[src/hdl/assert_macros.svh]
// assertion macros shared by the receiver rtl
// no dependencies; included by files that carry concurrent checks
`ifndef ASSERT_MACROS_SVH
`define ASSERT_MACROS_SVH
`ifndef SYNTHESIS
// property must hold at every clock edge outside reset
`define FPR_ASSERT(lbl, clk, rst, prop) \
   lbl: assert property (@(posedge clk) disable iff (rst) (prop)) \
      else $error("assertion failed");
// expression must never be true outside reset
`define FPR_ASSERT_NEVER(lbl, clk, rst, expr) \
   lbl: assert property (@(posedge clk) disable iff (rst) !(expr)) \
      else $error("forbidden condition seen");
`else
`define FPR_ASSERT(lbl, clk, rst, prop)
`define FPR_ASSERT_NEVER(lbl, clk, rst, expr)
`endif
`endif

[src/hdl/fpr_pkg.sv]
// shared constants and types of the framed packet receiver
// no dependencies; used by all receiver modules
package fpr_pkg;

   localparam logic [7:0] HDR1_BYTE    = 8'hB5;
   localparam logic [7:0] HDR2_BYTE    = 8'h5B;
   localparam logic [7:0] CMD_BYTE     = 8'h01;
   localparam logic [7:0] TRAILER_BYTE = 8'hBB;
   localparam logic [7:0] SUM_MODULUS  = 8'hFF;

   // parser phases, one-hot
   typedef enum logic [6:0] {
      PH_HUNT1 = 7'b0000001,
      PH_HUNT2 = 7'b0000010,
      PH_CMD   = 7'b0000100,
      PH_LEN   = 7'b0001000,
      PH_DATA  = 7'b0010000,
      PH_CHECK = 7'b0100000,
      PH_TRAIL = 7'b1000000
   } fpr_phase_type;

   // one result word
   typedef struct packed {
      logic       checksum_match;
      logic [7:0] first_value;
      logic [7:0] second_value;
   } fpr_result_type;

endpackage

[src/hdl/fpr_channels.sv]
// valid/ready channel interfaces for received bytes and parse results
// no dependencies
interface fpr_req_if;
   logic       valid;
   logic       ready;
   logic [7:0] rx_byte;

   modport source (output valid, output rx_byte, input ready);
   modport sink (input valid, input rx_byte, output ready);
endinterface

interface fpr_rsp_if;
   logic       valid;
   logic       ready;
   logic       checksum_match;
   logic [7:0] first_value;
   logic [7:0] second_value;

   modport source (output valid, output checksum_match, output first_value,
                   output second_value, input ready);
   modport sink (input valid, input checksum_match, input first_value,
                 input second_value, output ready);
endinterface

[src/hdl/fpr_in_stage.sv]
// input register: holds one received byte until the parser takes it
// depends on fpr_pkg and fpr_req_if
module fpr_in_stage
   import fpr_pkg::*;
(
   input  logic       clock,
   input  logic       reset,
   fpr_req_if.sink    req_port,
   input  logic       advance,
   output logic       item_valid,
   output logic [7:0] item_byte
);

   logic       valid_ff;
   logic       valid_in;
   logic [7:0] byte_ff;
   logic       take;

   // slot is free when empty or draining this cycle
   assign req_port.ready = !valid_ff || advance;
   assign take           = req_port.valid && req_port.ready;
   assign valid_in       = take ? 1'b1 : (advance ? 1'b0 : valid_ff);

   always_ff @(posedge clock) begin
      if (reset) begin
         valid_ff <= 1'b0;
      end else begin
         valid_ff <= valid_in;
      end
   end

   // payload, no reset needed
   always_ff @(posedge clock) begin
      if (take) begin
         byte_ff <= req_port.rx_byte;
      end
   end

   assign item_valid = valid_ff;
   assign item_byte  = byte_ff;

endmodule

[src/hdl/fpr_parser.sv]
// frame hunter: phase machine, running sum, payload capture and checksum test
// depends on fpr_pkg
module fpr_parser
   import fpr_pkg::*;
(
   input  logic           clock,
   input  logic           reset,
   input  logic           item_fire,
   input  logic [7:0]     item_byte,
   output logic           at_check,
   output fpr_result_type result
);

   fpr_phase_type phase_ff, phase_in;
   logic [7:0]    sum_ff, sum_in;
   logic [7:0]    count_ff, count_in;
   logic [7:0]    length_ff, length_in;
   logic [7:0]    held_first_ff, held_first_in;
   logic [7:0]    held_second_ff, held_second_in;
   logic [7:0]    pend_first_ff, pend_first_in;
   logic [7:0]    pend_second_ff, pend_second_in;
   logic [7:0]    sum_mod;
   logic [7:0]    sum_add;
   logic [7:0]    count_inc;
   logic          match;

   // checksum test against the 8-bit running sum, with FF counted as zero
   assign sum_mod   = (sum_ff == SUM_MODULUS) ? 8'h00 : sum_ff;
   assign match     = (item_byte == sum_mod);
   assign sum_add   = sum_ff + item_byte;
   assign count_inc = count_ff + 8'd1;
   assign at_check  = (phase_ff == PH_CHECK);

   assign result.checksum_match = match;
   assign result.first_value    = match ? pend_first_ff : held_first_ff;
   assign result.second_value   = match ? pend_second_ff : held_second_ff;

   // next state for one byte
   always_comb begin
      phase_in       = phase_ff;
      sum_in         = sum_ff;
      count_in       = count_ff;
      length_in      = length_ff;
      held_first_in  = held_first_ff;
      held_second_in = held_second_ff;
      pend_first_in  = pend_first_ff;
      pend_second_in = pend_second_ff;
      case (phase_ff)
         PH_HUNT2: begin
            if (item_byte == HDR2_BYTE) begin
               sum_in   = sum_add;
               phase_in = PH_CMD;
            end else begin
               phase_in = PH_HUNT1;
               sum_in   = 8'h00;
               count_in = 8'h00;
            end
         end
         PH_CMD: begin
            if (item_byte == CMD_BYTE) begin
               sum_in   = sum_add;
               phase_in = PH_LEN;
            end else begin
               phase_in = PH_HUNT1;
               sum_in   = 8'h00;
               count_in = 8'h00;
            end
         end
         PH_LEN: begin
            length_in = item_byte;
            sum_in    = sum_add;
            count_in  = 8'h00;
            phase_in  = (item_byte == 8'h00) ? PH_CHECK : PH_DATA;
         end
         PH_DATA: begin
            if (count_ff == 8'd0) begin
               pend_first_in = item_byte;
            end else if (count_ff == 8'd1) begin
               pend_second_in = item_byte;
            end
            count_in = count_inc;
            sum_in   = sum_add;
            if (count_inc == length_ff) begin
               phase_in = PH_CHECK;
            end
         end
         PH_CHECK: begin
            if (match) begin
               held_first_in  = pend_first_ff;
               held_second_in = pend_second_ff;
            end
            sum_in   = 8'h00;
            count_in = 8'h00;
            phase_in = PH_TRAIL;
         end
         PH_TRAIL: begin
            if (item_byte == TRAILER_BYTE) begin
               phase_in = PH_HUNT1;
               sum_in   = 8'h00;
               count_in = 8'h00;
            end
         end
         default: begin
            // hunting first header byte, also any stray code
            if (item_byte == HDR1_BYTE) begin
               sum_in   = item_byte;
               count_in = 8'h00;
               phase_in = PH_HUNT2;
            end else begin
               phase_in = PH_HUNT1;
               sum_in   = 8'h00;
               count_in = 8'h00;
            end
         end
      endcase
   end

   // parser state, updated once per consumed byte
   always_ff @(posedge clock) begin
      if (reset) begin
         phase_ff       <= PH_HUNT1;
         sum_ff         <= 8'h00;
         count_ff       <= 8'h00;
         held_first_ff  <= 8'h00;
         held_second_ff <= 8'h00;
         pend_first_ff  <= 8'h00;
         pend_second_ff <= 8'h00;
      end else if (item_fire) begin
         phase_ff       <= phase_in;
         sum_ff         <= sum_in;
         count_ff       <= count_in;
         held_first_ff  <= held_first_in;
         held_second_ff <= held_second_in;
         pend_first_ff  <= pend_first_in;
         pend_second_ff <= pend_second_in;
      end
   end

   // frame length is always written before it is read
   always_ff @(posedge clock) begin
      if (item_fire) begin
         length_ff <= length_in;
      end
   end

endmodule

[src/hdl/fpr_out_stage.sv]
// result register: holds one result word until the consumer takes it
// depends on fpr_pkg and fpr_rsp_if
module fpr_out_stage
   import fpr_pkg::*;
(
   input  logic           clock,
   input  logic           reset,
   input  logic           load,
   input  fpr_result_type result,
   output logic           out_free,
   fpr_rsp_if.source      rsp_port
);

   logic           valid_ff;
   logic           valid_in;
   fpr_result_type data_ff;

   assign out_free = !valid_ff || rsp_port.ready;
   assign valid_in = load ? 1'b1 : (rsp_port.ready ? 1'b0 : valid_ff);

   always_ff @(posedge clock) begin
      if (reset) begin
         valid_ff <= 1'b0;
      end else begin
         valid_ff <= valid_in;
      end
   end

   // payload, no reset needed
   always_ff @(posedge clock) begin
      if (load) begin
         data_ff <= result;
      end
   end

   assign rsp_port.valid          = valid_ff;
   assign rsp_port.checksum_match = data_ff.checksum_match;
   assign rsp_port.first_value    = data_ff.first_value;
   assign rsp_port.second_value   = data_ff.second_value;

endmodule

[src/hdl/framed_packet_receiver.sv]
// Framed packet receiver. Takes one received byte per word on req_port and
// hunts for frames B5 5B 01 LEN payload CHK BB. One result word leaves on
// rsp_port for each checksum byte, carrying the match flag and the first two
// payload bytes of the last good frame. A byte is accepted every cycle while
// input is not stalled. An accepted checksum byte is registered in the input
// register, the parser tests it combinationally, and the result register then
// loads the result word, which is then valid on rsp_port for the consumer.
// A held result stalls input only when another checksum byte reaches the
// parser while the result register is still full.
// depends on fpr_pkg, fpr_channels, fpr_in_stage, fpr_parser, fpr_out_stage
`include "assert_macros.svh"
module framed_packet_receiver
   import fpr_pkg::*;
(
   input  logic      clock,
   input  logic      reset,
   fpr_req_if.sink   req_port,
   fpr_rsp_if.source rsp_port
);

   logic           item_valid;
   logic [7:0]     item_byte;
   logic           advance;
   logic           item_fire;
   logic           at_check;
   logic           emit;
   logic           out_free;
   logic           out_load;
   fpr_result_type result;

   // a byte moves on unless it must emit and the result slot is full
   assign emit      = item_valid && at_check;
   assign advance   = !emit || out_free;
   assign item_fire = item_valid && advance;
   assign out_load  = emit && out_free;

   fpr_in_stage u_in (
      .clock      (clock),
      .reset      (reset),
      .req_port   (req_port),
      .advance    (advance),
      .item_valid (item_valid),
      .item_byte  (item_byte)
   );

   fpr_parser u_parser (
      .clock     (clock),
      .reset     (reset),
      .item_fire (item_fire),
      .item_byte (item_byte),
      .at_check  (at_check),
      .result    (result)
   );

   fpr_out_stage u_out (
      .clock    (clock),
      .reset    (reset),
      .load     (out_load),
      .result   (result),
      .out_free (out_free),
      .rsp_port (rsp_port)
   );

   // checks
   `FPR_ASSERT(a_load_shows, clock, reset, out_load |=> rsp_port.valid)
   `FPR_ASSERT_NEVER(a_no_overrun, clock, reset, req_port.ready && item_valid && !advance)
   `FPR_ASSERT_NEVER(a_stall_only_check, clock, reset, item_valid && !advance && !at_check)

endmodule
[src/flat_wrapper.sv]
// flat-port wrapper written by rule: the top's interface ports become plain ports
module framed_packet_receiver_flat import fpr_pkg::*;
  (clock, reset, req_port_valid, req_port_rx_byte, req_port_ready, rsp_port_valid, rsp_port_checksum_match, rsp_port_first_value, rsp_port_second_value, rsp_port_ready);
  fpr_req_if req_port_i ();
  fpr_rsp_if rsp_port_i ();
  input  logic clock;
  input  logic reset;
  input wire logic [$bits(req_port_i.valid)-1:0] req_port_valid;
  input wire logic [$bits(req_port_i.rx_byte)-1:0] req_port_rx_byte;
  output wire logic [$bits(req_port_i.ready)-1:0] req_port_ready;
  output wire logic [$bits(rsp_port_i.valid)-1:0] rsp_port_valid;
  output wire logic [$bits(rsp_port_i.checksum_match)-1:0] rsp_port_checksum_match;
  output wire logic [$bits(rsp_port_i.first_value)-1:0] rsp_port_first_value;
  output wire logic [$bits(rsp_port_i.second_value)-1:0] rsp_port_second_value;
  input wire logic [$bits(rsp_port_i.ready)-1:0] rsp_port_ready;
  assign req_port_i.valid = req_port_valid;
  assign req_port_i.rx_byte = req_port_rx_byte;
  assign req_port_ready = req_port_i.ready;
  assign rsp_port_valid = rsp_port_i.valid;
  assign rsp_port_checksum_match = rsp_port_i.checksum_match;
  assign rsp_port_first_value = rsp_port_i.first_value;
  assign rsp_port_second_value = rsp_port_i.second_value;
  assign rsp_port_i.ready = rsp_port_ready;
  framed_packet_receiver u_core (.clock(clock), .reset(reset), .req_port(req_port_i), .rsp_port(rsp_port_i));
endmodule
[config.mk]
export PLATFORM = sky130hd
export DESIGN_NAME = framed_packet_receiver_flat
export DESIGN_NICKNAME = d
export VERILOG_FILES = /design/src/hdl/fpr_pkg.sv /design/src/hdl/fpr_channels.sv /design/src/hdl/fpr_in_stage.sv /design/src/hdl/fpr_parser.sv /design/src/hdl/fpr_out_stage.sv /design/src/hdl/framed_packet_receiver.sv /design/src/flat_wrapper.sv
export VERILOG_INCLUDE_DIRS = /design/src /design/src/hdl
export SDC_FILE = /design/constraint.sdc
export NUM_CORES = 1
export LEC_CHECK = 0
export BUFFER_PORTS_ARGS = -buffer_cell sky130_fd_sc_hd__buf_2
export CAP_MARGIN = 10
export CORE_UTILIZATION = 42
export CTS_CLUSTER_SIZE = 10
export DETAILED_ROUTE_END_ITERATION = 7
export PLACE_DENSITY = 0.6
export SLEW_MARGIN = 10
export SYNTH_ARGS = -nofsm -noshare
export SYNTH_HDL_FRONTEND = slang
export SYNTH_SLANG_ARGS = --single-unit
export TNS_END_PERCENT = 20
[constraint.sdc]
create_clock -name clock -period 2.5 [get_ports clock]
set_input_delay 0.25 -clock clock [delete_from_list [all_inputs] [get_ports clock]]
set_output_delay 0.25 -clock clock [all_outputs]
set_load 0.02 [all_outputs]
# --- After elaboration in Yosys (flattened, before gate mapping) ---
# Index checks and enable logic that the tools add are counted.
word_totals:
  input_bits: 12
  output_inout_bits: 19
  ff_bits: 90
  wordCells: 79
op_classes:
  bitwise: 1
  addsub: 2
  n_reduce_logical: 22
  n_eq_ne: 18
  muxes: 22
op_table:
  columns: ["cell", "n"]
  rows:
  - ["8-bit 2-to-1 mux", 9]
  - ["7-bit one-hot mux with 6 select lines", 1]
  - ["8-bit one-hot mux with 5 select lines", 1]
  - ["8-bit one-hot mux with 4 select lines", 1]
  - ["8-bit equality test, second input constant", 3]
  - ["8-bit by 1-bit equality test with 1-bit output, second input constant", 2]
  - ["8-bit equality test", 2]
  - ["8-bit zero test", 2]
  - ["7-bit 2-to-1 mux", 2]
  - ["8-bit by 1-bit adder with 8-bit output, second input constant", 1]
  - ["8-bit adder", 1]
  - ["8-bit by 7-bit equality test with 1-bit output, second input constant", 1]
  - ["2-bit != test, second input constant", 4]
  - ["4-bit AND reduction", 2]
  - ["7-bit by 2-bit equality test with 1-bit output, second input constant", 1]
  - ["7-bit by 3-bit equality test with 1-bit output, second input constant", 1]
  - ["7-bit by 4-bit equality test with 1-bit output, second input constant", 1]
  - ["7-bit by 5-bit equality test with 1-bit output, second input constant", 1]
  - ["7-bit by 6-bit equality test with 1-bit output, second input constant", 1]
  - ["7-bit equality test, second input constant", 1]
  - ["6-bit 2-to-1 mux", 1]
  - ["2-bit AND reduction", 3]
  - ["3-bit AND reduction", 2]
  - ["1-bit logical AND", 4]
  - ["other kinds (9)", 17]

# --- Longest topological paths before layout ---
# Gate-level depths: netlist of the first run.
logic_depth:
  ltp_word: 7
  depth_mapped: 8
  mapped_depth_nobuf: 8

# --- Cells and area by module ---
# Synthesis of the first run repeated with hierarchy kept, for this count alone.
hier_totals:
  cells_unflattened: 446
  hier_area_um2: 4561.9
modules_own_cells:
  columns: ["mod", "seq_area_each_um2", "area_each_um2", "n_inst", "cells_per_inst"]
  rows:
  - ["fpr_parser", 1341.3, 3686.0, 1, 408]
  - ["fpr_out_stage", 530.5, 556.8, 1, 21]
  - ["fpr_in_stage", 260.2, 295.3, 1, 13]
  - ["framed_packet_receiver", 0.0, 23.8, 1, 4]

# --- Worst setup path before layout of the first run ---
# Ideal clock, no wire load.
synth_timing:
  kind: "reg-to-reg"
  startpoint: "reg u_core.u_in.byte_ff[1], in the netlist u_core.u_in.item_byte[1]"
  endpoint: "reg u_core.u_out.data_ff (netlist bit u_core.u_out.rsp_port.first_value[0]) (data pin)"
  t_required_ns: 2.240
  setup_time_ns: 0.260
  t_arrival_ns: 2.406
  path_slack_ns: -0.166
  stages_incl_launch_ff: 7
  cell_sequence: "edfxtp_1 > or4_4 > o41ai_2 > a21boi_1 > a211oi_2 > buf_4 > mux2_2"
synth_lines:
  columns: ["item", "line", "rtl"]
  rows:
  - ["from (decl)", "fpr_in_stage.sv:16", "logic [7:0] byte_ff;"]
  - ["from (signal assigned)", "fpr_in_stage.sv:35", "byte_ff <= req_port.rx_byte;"]
  - ["to (signal assigned)", "fpr_out_stage.sv:32", "data_ff <= result;"]
  - ["to (decl)", "fpr_out_stage.sv:16", "fpr_result_type data_ff;"]

# --- Worst setup path after layout of the first run ---
layout_timing:
  startpoint: "reg u_core.u_in.byte_ff[1], in the netlist u_core.u_in.item_byte[1]"
  endpoint: "reg u_core.u_parser.sum_ff[6]"
layout_between:
  elab_chain_len: 3
  elab_cells_between_ends: 11
layout_rtl:
  columns: ["item", "line", "rtl"]
  rows:
  - ["8-bit adder, or another cell as far along", "fpr_parser.sv:30", "assign sum_add = sum_ff + item_byte;"]
  - ["8-bit 2-to-1 mux, or another cell as far along", "fpr_parser.sv:60", "if (item_byte == CMD_BYTE) begin"]
  - ["8-bit one-hot mux with 5 select lines or 2-bit AND reduction (tied branches)", null, null]
  - ["to (signal assigned)", "fpr_parser.sv:130", "sum_ff <= sum_in;"]
  - ["to (decl)", "fpr_parser.sv:15", "logic [7:0] sum_ff, sum_in;"]
# Several ways; a longest one is shown, not always the timed one.
# A chain may end at the register's enable or synchronous reset.

==> flow_metrics.py, run 1 <==
metrics = {
    "status": {
        "outcome": "completed",
    },
    "floorplan": {
        "die_w_um": 103.6,
        "num_io_pins": 31,
        "core_area_um2": 9910,
        "die_area_um2": 10740,
        "dieHeight_um": 103.6,
        "std_cell_rows": 36,
        "start_util_pct": 43.76,
    },
    "global_routing": {
        "grt_pass1_wl_um": 16850,
        "antenna_found_initial": 0,
        "overflow": 0,
        "grt_pass1_vias": 3291,
        "grt_max_degree": 36,
        "grt_use_total_pct": 20.10,
    },
    "critical_path": {
        "regToRegSetupSlack_ps": 50,
        "reg2regPathDepth": 6,
        "r2r-end": "u_core.u_parser.sum_ff[6]",
        "cp_data_required_time_ps": 2780,
        "worstPathArrival_ps": 2730,
        "regToRegStartpoint": "u_core.u_in.item_byte[1]",
        "slowest_delay_ps": 560,
        "start_kind": "flop",
        "crit_path_frequent_cell": "or3_4",
        "cp-end-kind": "flop",
        "cpMaxStageDelayCell": "or4_4",
        "path_max_fanout": 5,
        "worstSetupStartpoint": "u_core.u_in.item_byte[1]",
        "critPathCapture": "u_core.u_parser.sum_ff[6]",
        "path_cells": "or4_4 > or3_4 > or3_4 > a311oi_2 > or3b_1 > o311ai_1",
        "path_class": "reg2reg",
    },
    "finish": {
        "nFillCells": 922,
        "layout-drive-gt1-share_pct": 23.48,
        "num-nets-final": 495,
        "n_antenna_cell": 0,
        "final_cells": 610,
        "area_growth_pct": 16.36,
    },
    "flow_run": {
        "maxCapViolCount": 0,
    },
    "timing": {
        "finClkSkew_ps": 18.98,
        "grt_setup_unrepaired": "yes",
        "hold_viol": 0,
        "finalCriticalPeriod_ps": 2452,
        "drv_slew": 0,
        "slew_headroom_pct": 24.64,
        "tightest_slew_ps": 1125,
        "finalSetupViolCount": 0,
        "finalCritPeriodShare_pct": 98.09,
        "fmax_mhz": 407.8,
        "timing.final.ws_setup_ps": 47.75,
    },
    "clock_network": {
        "clk_pin_slew_ps": 90,
        "clock_path_buffers": 2,
        "clock_latency_ps": 370,
        "htreeDepth": 3,
        "cts_tree": "done",
        "cts_buffers": 9,
        "cts-root-buf": "clkbuf_8",
        "cts.sinks": 90,
    },
    "yosys": {
        "synth.cell_area_um2": 4337,
        "synth_ff_type": "dfxtp_1",
        "yosysSeqAreaShare_pct": 49.16,
        "ys_async_sr_fraction_pct": 0,
        "synth-seq-cells": 90,
        "synth_edf_count": 33,
        "netlist-cell-type-count": 60,
        "synth.avg_cell_area_um2": 10.42,
        "syn_nets": 439,
        "netlist_instances": 416,
        "synth_warnings": 0,
    },
    "worst_hold_path": {
        "hold_path_class": "in2reg",
    },
    "pwr": {
        "p_leak_nw": 1.914,
        "powerDensity_nw_per_um2": 536.3,
        "peakVddDrop_mv": 0.3431,
    },
    "detailed_routing": {
        "ant_nets": 0,
        "routed_via_density": 5.466,
        "drt-pass1-iter-count": 5,
        "wl_per_cell_um": 16.95,
        "drt_iter0_drc": 165,
        "vias": 3334,
        "drc": 0,
        "drt_wl_total_um": 10340,
    },
    "place": {
        "port_buffers": 30,
        "gp_congestion": 0.7911,
        "place_ws_ps": 46.47,
        "dpl.hpwl_um": 7199,
        "dp.cells": 592,
    },
}
per-stage QoR:
stage | area, um2 | hold WS (ps) | utilization, % | setup TNS, ps | total power, mW
after floorplan | 4352 | 348.9 | - | -313.0 | 1.703
after global placement | 4832 | 426.8 | 48.76 | 0 | 1.782
after detailed placement | 4832 | 428.7 | 48.76 | 0 | 1.787
after CTS | 5020 | 39.97 | 50.66 | 0 | 2.732
after global routing | 5046 | 45.85 | 50.92 | -41.64 | 2.796
final | 5046 | 58.86 | 50.92 | 0 | 2.706
flip-flops by register name (all words and copies together), names as in the netlist:
signal and cells:
u_core.u_parser.held_first_ff 8, u_core.u_out.rsp_port.valid 1, u_core.u_parser.count_ff 8, u_core.u_parser.pend_first_ff 8, u_core.u_parser.held_second_ff 8, u_core.u_in.item_byte 8
u_core.u_parser.length_ff 8, u_core.u_parser.pend_second_ff 8, u_core.u_parser.phase_ff 7, u_core.u_in.item_valid 1, u_core.u_out.rsp_port.checksum_match 1, u_core.u_out.rsp_port.second_value 8
u_core.u_out.rsp_port.first_value 8, u_core.u_parser.sum_ff 8
logic make-up after synthesis:
group                    count (synthesis)  share of synthesized area (%)
adder cells (fa/ha/maj)                 11                          3.347
multiplexers                            47                          11.31
flip-flops                              90                          49.16
AO/OA/AOI/OAI                           73                          11.63
XOR/XNOR                                22                          4.443
AND/OR/NAND/NOR                        144                          17.25
buffers and inverters                   29                          2.856
layout make-up:
type                    count  area, um2  area share [%]
multi-input cells         297       2103           41.68
inverters                  13      48.80          0.9670
clock inverters             6      50.05          0.9918
flip-flops and latches     90       2132           42.25
clock buffers              10      137.6           2.727
repair buffers             61      407.9           8.083
well taps                 133      166.4           3.298
power by group:
group | switching, mW | total [mW] | internal (mW)
Sequential | 0.0186 | 1.55 | 1.53
Combinational | 0.124 | 0.207 | 0.0823
Clock | 0.548 | 0.949 | 0.401
routing by layer:
layer | global-route usage, % | wire [um] | up-vias
li1 | - | - | 1631
met1 | 25.38 | 4611 | 1602
met2 | 34.13 | 5069 | 86
met3 | 3.210 | 460 | 15
met4 | 8.282 | 198 | 0
met5 | 0 | 0 | -
cell usage in the layout, fill, tap and decap left out, types with 3 or more instances in the layout:
cell type / count
mux2_2: 16
edfxtp_1: 33
o31ai_1: 3
xor2_1: 4
or3_1: 6
nand3_1: 15
nor3_1: 8
nand2b_1: 4
buf_4: 29
a21oi_1: 29
nor2b_1: 7
xnor2_1: 18
dfxtp_1: 57
o21ai_0: 14
nor4_1: 3
and3_1: 3
nand4_1: 4
buf_2: 30
mux2i_1: 31
nor2_1: 51
inv_1: 13
clkbuf_8: 10
ha_1: 10
nand2_1: 20
worst min path at each step:
stage | end | cells after the start | slack, ps | startpoint
global route | u_core.u_in.item_byte[3] | 1 | 50 | req_port_rx_byte[3]
CTS | u_core.u_in.item_byte[3] | 1 | 40 | req_port_rx_byte[3]
finish | u_core.u_in.item_byte[3] | 1 | 60 | req_port_rx_byte[3]
floorplan | u_core.u_in.item_byte[0] | 0 | 350 | req_port_rx_byte[0]
detailed placement | u_core.u_in.item_byte[3] | 1 | 430 | req_port_rx_byte[3]
global placement | u_core.u_in.item_byte[0] | 1 | 430 | req_port_rx_byte[0]
cells in the mapped netlist (3+ instances only):
| cell | instances | share of area, % |
|---|---|---|
| or3_1 | 6 | 0.87 |
| edfxtp_1 | 33 | 23 |
| nor2b_1 | 7 | 1.0 |
| nand4_1 | 4 | 0.58 |
| mux2i_1 | 31 | 7.2 |
| o21ai_0 | 14 | 1.6 |
| nor2_1 | 51 | 4.4 |
| clkbuf_1 | 11 | 0.95 |
| nand3_1 | 16 | 1.8 |
| dfxtp_1 | 57 | 26 |
| xor2_1 | 4 | 0.81 |
| o31ai_1 | 3 | 0.52 |
| nand2b_1 | 4 | 0.58 |
| a21oi_1 | 29 | 3.3 |
| inv_1 | 13 | 1.1 |
| xnor2_1 | 18 | 3.6 |
| mux2_2 | 16 | 4.2 |
| nand2_1 | 20 | 1.7 |
| ha_1 | 10 | 2.9 |
| buf_2 | 3 | 0.35 |
| nor3_1 | 8 | 0.92 |
| nor4_1 | 3 | 0.43 |
| and3_1 | 3 | 0.43 |
repair_timing:
| action | in CTS | in global routing |
|---|---|---|
| setup buffers | 0 | 2 |
| resized for setup | 0 | 2 |
| hold buffers | 0 | 0 |
| setup endpoints to repair | 0 | 11 |
worst max-delay path, delay by kind of cell (launching register included):
| family | cells | cell delay, ps |
|---|---|---|
| simple gates | 4 | 1690 |
| flops | 1 | 390 |
| compound gates | 2 | 290 |
Power figures use the tool's default switching activity.
==> run 2: changes to the inputs <==
HOLD_SLACK_MARGIN = 0.1   (was unset)
PLACE_DENSITY = 0.59   (was 0.6)
==> flow_metrics.py, run 2 (same netlist as run 1, synthesis figures left out) <==
metrics = {
    "status": {
        "outcome": "completed",
    },
    "global_routing": {
        "grt_pass1_vias": 3366,
        "grt_pass1_wl_um": 16580,
        "grt_max_degree": 53,
        "antenna_found_initial": 0,
        "grt_use_total_pct": 19.39,
        "overflow": 0,
    },
    "place": {
        "dp.cells": 594,
        "place_ws_ps": 30.84,
        "port_buffers": 30,
        "gp_congestion": 0.8606,
        "dpl.hpwl_um": 6941,
    },
    "timing": {
        "fmax_mhz": 401.3,
        "grt_setup_unrepaired": "yes",
        "finClkSkew_ps": 13.48,
        "drv_slew": 0,
        "slew_headroom_pct": 29.38,
        "tns_ps": 0,
        "timing.final.ws_setup_ps": 8.108,
        "finalSetupViolCount": 0,
        "tightest_slew_ps": 1054,
        "finalCriticalPeriod_ps": 2492,
        "finalCritPeriodShare_pct": 99.68,
        "hold_viol": 0,
    },
    "critical_path": {
        "cpMaxStageDelayCell": "or4_4",
        "start_kind": "flop",
        "worstPathArrival_ps": 2760,
        "path_max_fanout": 5,
        "reg2regPathDepth": 6,
        "cp_data_required_time_ps": 2770,
        "crit_buf_inv": 0,
        "path_cells": "or4_4 > or3_4 > or3_4 > a311oi_2 > or3b_1 > o311ai_2",
        "critPathTopFamily": "simple AND/OR/NAND/NOR gates",
        "slowest_delay_ps": 560,
        "crit_path_frequent_cell": "or3_4",
        "path_class": "reg2reg",
        "cp-end-kind": "flop",
        "cp.depth": 6,
    },
    "finish": {
        "num-nets-final": 504,
        "mostFrequentLayoutCell": "dfxtp_1",
        "mostFrequentLayoutCells": "dfxtp_1, nor2_1, edfxtp_1, mux2i_1",
        "n_antenna_cell": 0,
        "final_cells": 619,
        "layout-drive-gt1-share_pct": 23.05,
        "area_growth_pct": 18.72,
        "final_core_util_pct": 51.96,
    },
    "clock_network": {
        "cts_buffers": 9,
        "clk_pin_slew_ps": 90,
        "clock_path_buffers": 2,
        "clock_latency_ps": 370,
        "cts_tree": "done",
        "cts-root-buf": "clkbuf_8",
        "htreeDepth": 3,
        "cts.sinks": 90,
    },
    "detailed_routing": {
        "drt_iter0_drc": 126,
        "drt_wl_total_um": 10090,
        "vias": 3347,
        "drt-pass1-iter-count": 4,
        "wl_per_cell_um": 16.30,
        "routed_via_density": 5.407,
        "drc": 0,
        "ant_nets": 0,
    },
    "worst_hold_path": {
        "hold_path_class": "in2reg",
        "holdPathStages": 3,
    },
    "pwr": {
        "peakVddDrop_mv": 0.2997,
        "p_leak_nw": 1.957,
        "powerDensity_nw_per_um2": 541.8,
    },
    "floorplan": {
        "die_w_um": 103.6,
        "core_area_um2": 9910,
        "start_util_pct": 43.76,
        "die_area_um2": 10740,
        "num_io_pins": 31,
        "std_cell_rows": 36,
        "dieHeight_um": 103.6,
    },
    "flow_run": {
        "maxCapViolCount": 0,
    },
}
==> run 2: per-layer routing <==
metal / global-route usage (%) / vias to the layer above / part of all wire [%]
met1: 24.24 / 1618 / 46
li1: - / 1643 / -
met2: 33.80 / 76 / 49
met5: 0 / - / 0
met3: 3.335 / 10 / 3.4
met4: 6.315 / 0 / 1.2
==> run 2: worst reg2reg max path, cell delays in order (launching register included) <==
cell	delay (ps)
edfxtp_1	400
or4_4	560
or3_4	350
or3_4	410
a311oi_2	210
or3b_1	390
o311ai_2	80
==> run 2: path summary, 6_finish.rpt <==
kind                                     startpoint                                end  slack (ps)
setup / recovery           u_core.u_in.item_byte[1]          u_core.u_parser.sum_ff[6]           8
hold reg to reg   u_core.u_parser.held_second_ff[7]  u_core.u_parser.held_second_ff[7]         500
setup reg to reg           u_core.u_in.item_byte[1]          u_core.u_parser.sum_ff[6]           8
hold / removal                       req_port_valid             u_core.u_in.item_valid         160
==> run 2: cell type report <==
class,count,area (um2)
Tap cell,133,166.4
Clock inverter,6,72.57
Inverter,13,48.80
Clock buffer,10,127.6
Fill cell,912,4761
Timing Repair Buffer,70,495.5
Sequential cell,90,2132
Multi-Input combinational cell,297,2106
==> run 2: timing repair <==
action	CTS	global route
hold buffers	8	0
hold endpoints to repair	8	0
gates resized for setup	0	2
setup endpoints to repair	0	4
setup buffers	0	1
==> run 2: power by group <==
group	total (mW)	switching, mW	internal, mW
logic	0.218	0.127	0.0914
clock network	1.02	0.546	0.475
registers	1.55	0.0177	1.53
total	2.79	0.690	2.10
==> run 2: per-stage QoR <==
step                      total power, mW  hold WS, ps  instance area, um2
after global placement              1.785        427.0                4847
after CTS                           2.807        140.5                5127
after detailed placement            1.789        428.1                4847
final                               2.789        158.6                5149
after floorplan                     1.703        348.9                4352
after global routing                2.882        186.2                5149
